$ cat config.mk
export PLATFORM = sky130hd
export DESIGN_NAME = argb8888_over_rgb565_blend
export DESIGN_NICKNAME = d
export VERILOG_FILES = /design/src/abmix_pkg.sv /design/src/abmix_mix.sv /design/src/abmix_chan.sv /design/src/argb8888_over_rgb565_blend.sv
export SDC_FILE = /design/constraint.sdc
export NUM_CORES = 1
export LEC_CHECK = 0
export CAP_MARGIN = 20
export CORE_MARGIN = 10
export CORE_UTILIZATION = 55
export CTS_CLUSTER_DIAMETER = 30
export DETAILED_ROUTE_END_ITERATION = 7
export DONT_BUFFER_PORTS = 1
export GPL_TIMING_DRIVEN = 0
export PLACE_DENSITY = 0.7
export SYNTH_ARGS = -nofsm -noshare
export SYNTH_HDL_FRONTEND = slang
export SYNTH_SLANG_ARGS = --single-unit
$ cat constraint.sdc
create_clock -name clk_i -period 10.7 [get_ports clk_i]
set_input_delay 2.14 -clock clk_i [delete_from_list [all_inputs] [get_ports clk_i]]
set_output_delay 2.14 -clock clk_i [all_outputs]
set_load 0.05 [all_outputs]
$ cat src/abmix_pkg.sv
// ----------------------------------------------------------------------------
// abmix_pkg
// Shared types and constants for the ARGB8888-over-RGB565 blend pipeline.
// ----------------------------------------------------------------------------
package abmix_pkg;

  // Configuration register indexes
  localparam int unsigned CfgIdxW = 2;
  localparam logic [CfgIdxW-1:0] CFG_GLOBAL_OPACITY   = 2'd0;
  localparam logic [CfgIdxW-1:0] CFG_MASK_ENABLE      = 2'd1;
  localparam logic [CfgIdxW-1:0] CFG_OPAQUE_THRESHOLD = 2'd2;

  // Configuration reset values
  localparam logic [7:0] OPACITY_RST   = 8'd255;
  localparam logic       MASK_EN_RST   = 1'b0;
  localparam logic [7:0] THRESHOLD_RST = 8'd253;

  // Full-weight and zero-weight mix values
  localparam logic [7:0] MIX_FULL = 8'hFF;
  localparam logic [7:0] MIX_NONE = 8'h00;

  // How the mix weight is formed from the first-stage product
  typedef enum logic [1:0] {
    MIX_SEL_ALPHA  = 2'd0,  // source alpha as is
    MIX_SEL_PROD8  = 2'd1,  // two-factor product, >> 8
    MIX_SEL_PROD16 = 2'd2   // three-factor product, >> 16
  } mix_sel_e;

  // Source truncated to 5/6/5 plus the destination pixel
  typedef struct packed {
    logic [4:0]  src_r;
    logic [5:0]  src_g;
    logic [4:0]  src_b;
    logic [15:0] dst;
  } pix_t;

  // Per-stage load enables from the pipeline control
  typedef struct packed {
    logic ld_s1;
    logic ld_s2;
    logic ld_s3;
  } stage_ld_t;

endpackage

$ cat src/abmix_mix.sv
// ----------------------------------------------------------------------------
// abmix_mix
// Mix weight stages: stage 1 forms alpha times mask or opacity, stage 2
// applies the opacity in the three-factor case and selects the weight.
// ----------------------------------------------------------------------------
module abmix_mix import abmix_pkg::*; (
  input  logic      clk_i,
  input  stage_ld_t ld_i,
  input  logic      mask_en_i,
  input  logic      opaque_i,
  input  logic [7:0] opacity_i,
  input  logic [7:0] alpha_i,
  input  logic [7:0] mask_i,
  input  pix_t      pix_i,
  output logic [7:0] mix_o,
  output pix_t      pix_o
);

  logic [15:0] prod1_d, prod1_q;
  logic [7:0]  alpha_q;
  logic [7:0]  opacity_q;
  mix_sel_e    sel_d, sel_q;
  pix_t        pix1_q;
  logic [7:0]  factor;

  logic [23:0] prod2;
  logic [7:0]  mix_d, mix_q;
  pix_t        pix2_q;

  // Stage 1: pick the second factor and the weight form
  always_comb begin
    factor  = mask_en_i ? mask_i : opacity_i;
    prod1_d = 16'(alpha_i) * 16'(factor);
    if (!mask_en_i) begin
      sel_d = opaque_i ? MIX_SEL_ALPHA : MIX_SEL_PROD8;
    end else begin
      sel_d = opaque_i ? MIX_SEL_PROD8 : MIX_SEL_PROD16;
    end
  end

  always_ff @(posedge clk_i) begin
    if (ld_i.ld_s1) begin
      prod1_q   <= prod1_d;
      alpha_q   <= alpha_i;
      opacity_q <= opacity_i;
      sel_q     <= sel_d;
      pix1_q    <= pix_i;
    end
  end

  // Stage 2: fold in opacity for the three-factor case and select
  always_comb begin
    prod2 = 24'(prod1_q) * 24'(opacity_q);
    case (sel_q)
      MIX_SEL_ALPHA:  mix_d = alpha_q;
      MIX_SEL_PROD8:  mix_d = prod1_q[15:8];
      MIX_SEL_PROD16: mix_d = prod2[23:16];
      default:        mix_d = alpha_q;
    endcase
  end

  always_ff @(posedge clk_i) begin
    if (ld_i.ld_s2) begin
      mix_q  <= mix_d;
      pix2_q <= pix1_q;
    end
  end

  assign mix_o = mix_q;
  assign pix_o = pix2_q;

endmodule

$ cat src/abmix_chan.sv
// ----------------------------------------------------------------------------
// abmix_chan
// Channel mix stage: weights each 5/6/5 channel by mix and 255-mix and
// packs the RGB565 result, with the keep-destination and full-source cases.
// ----------------------------------------------------------------------------
module abmix_chan import abmix_pkg::*; (
  input  logic       clk_i,
  input  stage_ld_t  ld_i,
  input  logic [7:0] mix_i,
  input  pix_t       pix_i,
  output logic [15:0] result_o
);

  logic [7:0]  inv;
  logic [12:0] sum_r;
  logic [13:0] sum_g;
  logic [12:0] sum_b;
  logic [15:0] result_d, result_q;

  // Weighted channel sums; the top bits of each land straight in 565
  always_comb begin
    inv   = MIX_FULL - mix_i;
    sum_r = 13'(pix_i.src_r) * 13'(mix_i) + 13'(pix_i.dst[15:11]) * 13'(inv);
    sum_g = 14'(pix_i.src_g) * 14'(mix_i) + 14'(pix_i.dst[10:5]) * 14'(inv);
    sum_b = 13'(pix_i.src_b) * 13'(mix_i) + 13'(pix_i.dst[4:0]) * 13'(inv);
    if (mix_i == MIX_NONE) begin
      result_d = pix_i.dst;
    end else if (mix_i == MIX_FULL) begin
      result_d = {pix_i.src_r, pix_i.src_g, pix_i.src_b};
    end else begin
      result_d = {sum_r[12:8], sum_g[13:8], sum_b[12:8]};
    end
  end

  always_ff @(posedge clk_i) begin
    if (ld_i.ld_s3) begin
      result_q <= result_d;
    end
  end

  assign result_o = result_q;

endmodule

$ cat src/argb8888_over_rgb565_blend.sv
// Throughput: one word per cycle while the output is not stalled; three
// register stages (two mix-weight multiplies, then the channel multiplies)
// each with its own valid bit. A stalled output holds only the stages
// behind it that are full.
// Reset clears the stage valid bits and loads the configuration defaults
// (opacity 255, mask off, opaque threshold 253).
// ----------------------------------------------------------------------------
// argb8888_over_rgb565_blend
// Blends an ARGB8888 source pixel, with optional mask coverage and layer
// opacity, over an RGB565 destination pixel.
// ----------------------------------------------------------------------------
module argb8888_over_rgb565_blend import abmix_pkg::*; (
  input  logic               clk_i,
  input  logic               rst_ni,
  // configuration write port
  input  logic               cfg_we_i,
  input  logic [CfgIdxW-1:0] cfg_idx_i,
  input  logic [7:0]         cfg_wdata_i,
  // input word
  input  logic               in_valid_i,
  output logic               in_stall_o,
  input  logic [7:0]         src_blue_i,
  input  logic [7:0]         src_green_i,
  input  logic [7:0]         src_red_i,
  input  logic [7:0]         src_alpha_i,
  input  logic [7:0]         mask_value_i,
  input  logic [15:0]        dest_pixel_i,
  // output word
  output logic               out_valid_o,
  input  logic               out_stall_i,
  output logic [15:0]        result_pixel_o
);

  logic [7:0] opacity_q;
  logic       mask_en_q;
  logic [7:0] threshold_q;
  logic       opaque;

  logic       v1_q, v2_q, v3_q;
  logic       v1_d, v2_d, v3_d;
  logic       rdy1, rdy2, rdy3;
  stage_ld_t  ld;

  pix_t       pix_in;
  pix_t       pix_mix;
  logic [7:0] mix;

  // Configuration registers
  always_ff @(posedge clk_i or negedge rst_ni) begin
    if (!rst_ni) begin
      opacity_q   <= OPACITY_RST;
      mask_en_q   <= MASK_EN_RST;
      threshold_q <= THRESHOLD_RST;
    end else if (cfg_we_i) begin
      case (cfg_idx_i)
        CFG_GLOBAL_OPACITY:   opacity_q   <= cfg_wdata_i;
        CFG_MASK_ENABLE:      mask_en_q   <= cfg_wdata_i[0];
        CFG_OPAQUE_THRESHOLD: threshold_q <= cfg_wdata_i;
        default: ;
      endcase
    end
  end

  assign opaque = (opacity_q >= threshold_q);

  // Ready chain: a stage takes a word when empty or when its successor moves
  always_comb begin
    rdy3 = !v3_q || !out_stall_i;
    rdy2 = !v2_q || rdy3;
    rdy1 = !v1_q || rdy2;
    v1_d = rdy1 ? in_valid_i : v1_q;
    v2_d = rdy2 ? v1_q : v2_q;
    v3_d = rdy3 ? v2_q : v3_q;
    ld.ld_s1 = rdy1 && in_valid_i;
    ld.ld_s2 = rdy2 && v1_q;
    ld.ld_s3 = rdy3 && v2_q;
  end

  always_ff @(posedge clk_i or negedge rst_ni) begin
    if (!rst_ni) begin
      v1_q <= 1'b0;
      v2_q <= 1'b0;
      v3_q <= 1'b0;
    end else begin
      v1_q <= v1_d;
      v2_q <= v2_d;
      v3_q <= v3_d;
    end
  end

  assign in_stall_o  = !rdy1;
  assign out_valid_o = v3_q;

  // Truncate the source to 565 up front
  assign pix_in = '{src_r: src_red_i[7:3], src_g: src_green_i[7:2],
                    src_b: src_blue_i[7:3], dst: dest_pixel_i};

  abmix_mix u_mix (
    .clk_i     (clk_i),
    .ld_i      (ld),
    .mask_en_i (mask_en_q),
    .opaque_i  (opaque),
    .opacity_i (opacity_q),
    .alpha_i   (src_alpha_i),
    .mask_i    (mask_value_i),
    .pix_i     (pix_in),
    .mix_o     (mix),
    .pix_o     (pix_mix)
  );

  abmix_chan u_chan (
    .clk_i    (clk_i),
    .ld_i     (ld),
    .mix_i    (mix),
    .pix_i    (pix_mix),
    .result_o (result_pixel_o)
  );

  // An empty first stage never pushes back on the input
  a_empty_s1_ready: assert property (@(posedge clk_i) disable iff (!rst_ni)
    !v1_q |-> !in_stall_o)
    else $error("input stalled with an empty first stage");

  // A zero weight passes the destination through
  a_mix_none_keeps_dst: assert property (@(posedge clk_i) disable iff (!rst_ni)
    (ld.ld_s3 && mix == MIX_NONE) |=> result_pixel_o == $past(pix_mix.dst))
    else $error("zero mix did not keep the destination");

  // A full weight gives the truncated source
  a_mix_full_src: assert property (@(posedge clk_i) disable iff (!rst_ni)
    (ld.ld_s3 && mix == MIX_FULL) |=>
      result_pixel_o == $past({pix_mix.src_r, pix_mix.src_g, pix_mix.src_b}))
    else $error("full mix did not give the source");

  // A word leaving stage 2 always lands in the output stage
  a_s3_fill: assert property (@(posedge clk_i) disable iff (!rst_ni)
    ld.ld_s3 |=> out_valid_o)
    else $error("output stage lost a word");

endmodule

==> After elaboration in Yosys (flattened, before gate mapping) <==
Cells that the tools add are included.
{ "totals": {"ff_bits": 142, "input_bits": 71, "output_inout_bits": 18, "wordCells": 61} }
{ "classes": {"addsub": 4, "n_mul": 8, "magnitude_cmp": 1, "eq_ne": 5, "muxes": 7, "reduce_logical": 16} }
{ "ops": {"columns": ["cell", "count"], "rows": [
  ["$mul A5 B8 Y13", 4],
  ["$mux W16", 2],
  ["$mul A6 B8 Y14", 2],
  ["$add A13 B13 Y13", 2],
  ["$mul A16 B8 Y24", 1],
  ["$mul A8 B8 Y16", 1],
  ["$pmux W8 S2", 1],
  ["$add A14 B14 Y14", 1],
  ["$eq A8 B8 Y1 const B", 1],
  ["$ge A8 B8 Y1", 1],
  ["$logic_not A8 Y1", 1],
  ["$mux W8", 1],
  ["$sub A8 B8 Y8 const A", 1],
  ["$reduce_and A2 Y1", 3],
  ["$logic_not A1 Y1", 5],
  ["$eq A2 B1 Y1 const B", 2],
  ["$eq A2 B2 Y1 const B", 2],
  ["$mux W2", 2],
  ["$logic_and A1 B1 Y1", 3],
  ["$logic_or A1 B1 Y1", 3],
  ["$logic_not A2 Y1", 1],
  ["$mux W1", 1]
]} }

==> Logic depth before layout (Yosys ltp) <==
{ "logic_depth": {"depth_word": 5, "ltp_mapped": 21, "ltp_nobuf": 19} }

==> Hierarchy <==
Synthesis repeated with hierarchy kept, for this count alone.
{ "unflattened": {"hier_cells": 1816, "hier_area_um2": 18669.2} }
{ "modules_own_cells": {"columns": ["module", "instances", "cells_per_inst", "area_per_inst_um2", "seq_area_each_um2"], "rows": [
  ["abmix_mix", 1, 799, 9216.3, 3183.1],
  ["abmix_chan", 1, 942, 8461.9, 480.5],
  ["argb8888_over_rgb565_blend", 1, 75, 991.0, 519.2]
]} }

==> Worst setup path after synthesis <==
Ideal clock, no wire load.
{ "synth_timing": {"path_kind": "input -> register", "from": "input port mask_value_i[3]", "to": "register u_mix.prod1_q[13] (data pin)", "setup_ns": 0.260, "arrival_time_ns": 5.699, "required_time_ns": 10.440, "setup_slack_ns": 4.741, "path_stages": 15, "path_buffers": 0, "cell_sequence": "mux2_2 -> nand2_1 -> fa_1 -> fa_1 -> inv_1 -> fa_1 -> inv_1 -> fa_1 -> inv_1 -> ha_1 -> a21boi_0 -> o21ai_0 -> a21oi_1 -> or2_2 -> xor2_1"} }
{ "synth_via": {"elab_chain_len": 2} }
{ "synth_lines": {"columns": ["element", "line_no", "rtl"], "rows": [
  ["start, declared", "argb8888_over_rgb565_blend.sv:26", "input logic [7:0] mask_value_i,"],
  ["$mux W8", "abmix_mix.sv:32", "factor = mask_en_i ? mask_i : opacity_i;"],
  ["$mul A8 B8 Y16", "abmix_mix.sv:33", "prod1_d = 16'(alpha_i) * 16'(factor);"],
  ["via u_mix.prod1_d[13]", "abmix_mix.sv:19", "logic [15:0] prod1_d, prod1_q;"],
  ["end signal, assigned", "abmix_mix.sv:43", "prod1_q <= prod1_d;"],
  ["end, declared", "abmix_mix.sv:19", null]
]} }
The timed path passes the listed nets, and every way through them passes these cells.
A chain may end at the register's enable or synchronous reset.

==> Worst setup path in the final report <==
{ "layout_timing": {"from": "register u_mix.mix_q[0], in the netlist u_mix.mix_o[0]", "to": "register u_chan.result_q[4], in the netlist u_chan.result_o[4] (data pin)"} }
{ "layout_via": {"elab_chain_len": 5, "elab_cells_between_ends": 8, "cone_classes": "2 x add/sub; 2 x mul; 1 x eq/ne; 2 x mux; 1 x reduce/logical"} }
{ "layout_lines": {"columns": ["element", "line_no", "rtl"], "rows": [
  ["start, declared", "abmix_mix.sv:27", "logic [7:0] mix_d, mix_q;"],
  ["start signal, assigned", "abmix_mix.sv:64", "mix_q <= mix_d;"],
  ["$sub A8 B8 Y8", "abmix_chan.sv:22", "inv = MIX_FULL - mix_i;"],
  ["$mul A5 B8 Y13", "abmix_chan.sv:25", "sum_b = 13'(pix_i.src_b) * 13'(mix_i) + 13'(pix_i.dst[4:0]) * 13'(inv);"],
  ["$add A13 B13 Y13", "abmix_chan.sv:25", null],
  ["$mux W16", "abmix_chan.sv:28", "end else if (mix_i == MIX_FULL) begin"],
  ["$mux W16 (*)", "abmix_chan.sv:26", "if (mix_i == MIX_NONE) begin"],
  ["via u_chan.result_d[4]", "abmix_chan.sv:18", "logic [15:0] result_d, result_q;"],
  ["end signal, assigned", "abmix_chan.sv:37", "result_q <= result_d;"],
  ["end, declared", "abmix_chan.sv:18", null]
]} }
The timed path passes the listed nets; every way through them passes the cells marked *.

==> flow_summary.json <==
{
  "timing.critical_path.cells": "clkbuf_1, clkbuf_1, nand2_1, fa_1, inv_1, fa_1, inv_1, fa_1, fa_1, fa_1, inv_1, ha_1, a21o_1, a21oi_1, o21ai_0, a41o_1, and2_1, o211a_1, nor3_1",
  "cp.arrival_ns": 6.53,
  "avgSynthCellArea_um2": 10.2,
  "cts_max_path_buffers": 2,
  "final_layout_size_suffix_gt1_frac": 0.0490,
  "outcome": "complete, no violations",
  "clock_tree_from_tritoncts": "done",
  "count_of_instances_resized_after_the_clock_tree_is_built": 0,
  "antenna_found_initial": 0,
  "cts_made_buffers": 17,
  "synth-async-reset-ratio": 0.141,
  "drc": 0,
  "final_sum_of_negative_setup_slack_ns": 0,
  "synth_warnings": 0,
  "ctsHtreeMaxLevel": 4,
  "cts_hold_buf": 0,
  "detailedRoute.firstPassIterationCount": 5,
  "dp.final_hpwl_um": 33200,
  "port_buffers": 0,
  "post_synth_main_area_contributors": "sky130_fd_sc_hd__fa_1 32%, sky130_fd_sc_hd__edfxtp_1 20%, sky130_fd_sc_hd__ha_1 13%, sky130_fd_sc_hd__inv_1 7.6%, sky130_fd_sc_hd__and2_1 6.1%",
  "synth-seq-cells": 142,
  "grt_start_max_net_pins": 67,
  "required_ns": 10.92,
  "timing.critical_path.buf_inv": 5,
  "layout-area-overhead-vs-synth_pct": 6.55,
  "diodes": 0,
  "max_clock_freq_mhz": 159,
  "synth.yosys.seq_area_share": 0.226,
  "routabilityCongestion": 0.858,
  "syn_area_um2": 18500,
  "clk_transition_reported_paths_ns": 0.08,
  "crit_path_max_incr_delay_ns": 0.56,
  "worstSetupPathType": "register to register",
  "grt_pass1_wl_um": 69500,
  "worst-slew-pin-transition_ns": 0.920,
  "grt_pass1_vias": 13600,
  "area_used_by_multi_input_combinational_logic_um2": 12700,
  "timing.critical_path.to_type": "register",
  "hp-start": "u_mix.pix1_q[17]",
  "cap_viol_max_count": 0,
  "worst_clock_skew_ns": 0.0149,
  "track_usage": 0.212,
  "clk-insertion-delay-late_ns": 0.46,
  "die_h_um": 204,
  "timing.slew.headroom": 0.387,
  "setup.reg_to_reg.worst_slack_ns": 4.39,
  "core_region_area_um2": 33400,
  "final-seq-area_um2": 4180,
  "design.final.nets": 2395,
  "cts_root_buf": "sky130_fd_sc_hd__clkbuf_16",
  "grt_overflow": 0,
  "top_usage_layer": "met2",
  "synth_top_area_share": 0.315,
  "final-max-slew-violation-count": 0,
  "via_per_inst": 5.41,
  "ant_nets": 0,
  "synth_cells": 1823,
  "io_pins": 89,
  "average_wire_per_cell_in_the_routed_design_um": 18.0,
  "initial_util": 0.556,
  "ys_types": 67,
  "period_minus_slack_ns": 6.31,
  "rr_startpoint": "u_mix.mix_o[0]",
  "synth_enable_flop_cells": 122,
  "globalRouteMet2Util": 0.390,
  "fin_crit_sh": 0.590,
  "tritoncts_sink_count": 142,
  "ys.flop_type": "sky130_fd_sc_hd__edfxtp_1",
  "setup.worst_path.start_class": "register",
  "post_cts.repair.setup_buffers": 0,
  "path_delay_family": "adder cells",
  "grt_setup_unrepaired": "no",
  "min_path_type": "register to register",
  "post-synth-top-area-cell": "sky130_fd_sc_hd__fa_1",
  "drt_iter0_markers": 542,
  "synth_nets": 2374,
  "cpMaxStageDelayCell": "sky130_fd_sc_hd__fa_1",
  "die_x_um": 204,
  "worstReg2RegEnd": "u_chan.result_o[4]",
  "finalSetupViolCount": 0,
  "nFillCells": 2893,
  "worstHoldPathCells": 0,
  "via_count": 12500,
  "r2r_cells": 19,
  "grtUsageMet1": 0.243,
  "critical_path.most_common_cell": "sky130_fd_sc_hd__fa_1",
  "fp.dieArea_um2": 41500,
  "critPathMaxFanout": 10,
  "hold_violation_total_from_the_final_report": 0,
  "gr-usage-met3": 0.0327,
  "wl_um": 41500,
  "worst_hold_path.endpoint": "u_mix.pix_o[17]",
  "rows": 67
}
[synthesized netlist by cell type (4+ instances only)]
| master | count |
|---|---|
| sky130_fd_sc_hd__a31oi_1 | 6 |
| sky130_fd_sc_hd__nor4_1 | 6 |
| sky130_fd_sc_hd__o22ai_1 | 5 |
| sky130_fd_sc_hd__inv_1 | 376 |
| sky130_fd_sc_hd__edfxtp_1 | 122 |
| sky130_fd_sc_hd__clkbuf_1 | 44 |
| sky130_fd_sc_hd__nand2_1 | 183 |
| sky130_fd_sc_hd__dfstp_2 | 15 |
| sky130_fd_sc_hd__nor2b_1 | 93 |
| sky130_fd_sc_hd__dfrtp_1 | 5 |
| sky130_fd_sc_hd__nand4_1 | 5 |
| sky130_fd_sc_hd__xnor2_1 | 22 |
| sky130_fd_sc_hd__a21o_1 | 11 |
| sky130_fd_sc_hd__nand3_1 | 4 |
| sky130_fd_sc_hd__ha_1 | 188 |
| sky130_fd_sc_hd__xor2_1 | 12 |
| sky130_fd_sc_hd__and2_1 | 181 |
| sky130_fd_sc_hd__nor2_1 | 34 |
| sky130_fd_sc_hd__buf_1 | 10 |
| sky130_fd_sc_hd__mux2_2 | 23 |
| sky130_fd_sc_hd__a221oi_1 | 4 |
| sky130_fd_sc_hd__fa_1 | 292 |
| sky130_fd_sc_hd__o221ai_1 | 4 |
| sky130_fd_sc_hd__a21oi_1 | 42 |
| sky130_fd_sc_hd__o21ai_0 | 22 |
| sky130_fd_sc_hd__nor3_1 | 6 |
| sky130_fd_sc_hd__a22oi_1 | 4 |
| sky130_fd_sc_hd__nand2b_1 | 40 |
| sky130_fd_sc_hd__a211oi_1 | 7 |
[stage by stage]
| step | setup WS (ns) | instance area, um2 | util | std cells | hold slack, ns |
|---|---|---|---|---|---|
| floorplan | 4.74 | 18500 | - | 1823 | 0.400 |
| CTS | 4.38 | 19800 | 0.592 | 2305 | 0.416 |
| finish | 4.39 | 19800 | 0.592 | 2305 | 0.410 |
| detailed placement | 4.32 | 19100 | 0.574 | 2273 | 0.405 |
| global placement | 4.39 | 19100 | 0.573 | 2271 | 0.403 |
| global route | 4.09 | 19800 | 0.592 | 2305 | 0.425 |
[worst max-delay path by stage]
stage	start	to	slack (ns)	cells after the start
after global placement	src_alpha_i[5]	u_mix.prod1_q[13]	4.39	15
after CTS	u_mix.mix_o[0]	u_chan.result_o[4]	4.38	19
after global routing	u_mix.mix_o[0]	u_chan.result_o[4]	4.09	19
after floorplan	mask_value_i[3]	u_mix.prod1_q[13]	4.74	15
final	u_mix.mix_o[0]	u_chan.result_o[4]	4.39	19
after detailed placement	src_alpha_i[5]	u_mix.prod1_q[13]	4.32	15
[cell families (layout without fill, tap and decap cells)]
family / Yosys count / count (layout) / synth area share
adders and majority gates: 480 / 480 / 0.442
muxes: 24 / 24 / 0.0145
xor gates and xnor gates: 34 / 34 / 0.0161
DFF: 142 / 142 / 0.226
and+or+nand+nor: 576 / 576 / 0.167
buffers and inverters: 432 / 466 / 0.0877
AOI/OAI and AO/OA: 135 / 135 / 0.0473
[worst reg2reg max path: stages, from the launching register on]
cell and delay, ns:
sky130_fd_sc_hd__edfxtp_1 0.32, sky130_fd_sc_hd__clkbuf_1 0.46, sky130_fd_sc_hd__clkbuf_1 0.49, sky130_fd_sc_hd__nand2_1 0.16, sky130_fd_sc_hd__fa_1 0.56, sky130_fd_sc_hd__inv_1 0.05
sky130_fd_sc_hd__fa_1 0.51, sky130_fd_sc_hd__inv_1 0.05, sky130_fd_sc_hd__fa_1 0.46, sky130_fd_sc_hd__fa_1 0.52, sky130_fd_sc_hd__fa_1 0.55, sky130_fd_sc_hd__inv_1 0.04
sky130_fd_sc_hd__ha_1 0.27, sky130_fd_sc_hd__a21o_1 0.15, sky130_fd_sc_hd__a21oi_1 0.20, sky130_fd_sc_hd__o21ai_0 0.20, sky130_fd_sc_hd__a41o_1 0.34, sky130_fd_sc_hd__and2_1 0.19
sky130_fd_sc_hd__o211a_1 0.21, sky130_fd_sc_hd__nor3_1 0.34
[cells in the final DEF, fill, tap and decap left out, types with 5 or more instances in the layout]
cell / n
sky130_fd_sc_hd__nand2b_1: 40
sky130_fd_sc_hd__buf_1: 10
sky130_fd_sc_hd__xor2_1: 12
sky130_fd_sc_hd__nand4_1: 5
sky130_fd_sc_hd__a21oi_1: 42
sky130_fd_sc_hd__nand2_1: 183
sky130_fd_sc_hd__edfxtp_1: 122
sky130_fd_sc_hd__xnor2_1: 22
sky130_fd_sc_hd__inv_6: 5
sky130_fd_sc_hd__a31oi_1: 6
sky130_fd_sc_hd__nor2_1: 34
sky130_fd_sc_hd__and2_1: 179
sky130_fd_sc_hd__o21ai_0: 22
sky130_fd_sc_hd__dfstp_2: 15
sky130_fd_sc_hd__clkbuf_16: 17
sky130_fd_sc_hd__clkbuf_1: 44
sky130_fd_sc_hd__dfrtp_1: 5
sky130_fd_sc_hd__a211oi_1: 7
sky130_fd_sc_hd__nor4_1: 6
sky130_fd_sc_hd__mux2_2: 23
sky130_fd_sc_hd__a21o_1: 11
sky130_fd_sc_hd__o22ai_1: 5
sky130_fd_sc_hd__fa_1: 292
sky130_fd_sc_hd__nor2b_1: 93
sky130_fd_sc_hd__inv_1: 376
sky130_fd_sc_hd__ha_1: 188
sky130_fd_sc_hd__nor3_1: 6
[sequential cells by signal (all words and copies together) (netlist names)]
signal	flops
v2_q	1
u_mix.pix1_q	32
mask_en_q	1
u_mix.alpha_q	8
threshold_q	8
u_chan.result_o	16
u_mix.prod1_q	16
u_mix.pix_o	32
v1_q	1
u_mix.mix_o	8
u_mix.opacity_q	8
u_mix.sel_q	2
opacity_q	8
out_valid_o	1
[layer usage]
metal  vias up  part of all wire  wire [um]
met2       351              0.53      22100
met3        72             0.053       2200
li1       5701                 -          -
met4         0             0.028       1170
met1      6350              0.39      16100
met5         -                 0          0
[area by class of cell]
class | count | area share
flip-flops and latches | 142 | 0.212
plain buffers | 56 | 0.0109
inverters | 376 | 0.0714
clock inverters | 15 | 0.00944
clock buffers | 17 | 0.0215
multi-input cells | 1249 | 0.645
repair buffers | 2 | 0.00177
well taps | 448 | 0.0284
Power is not shown: default switching activity piles up to over one toggle a cycle in this logic, so the estimate is an artifact.
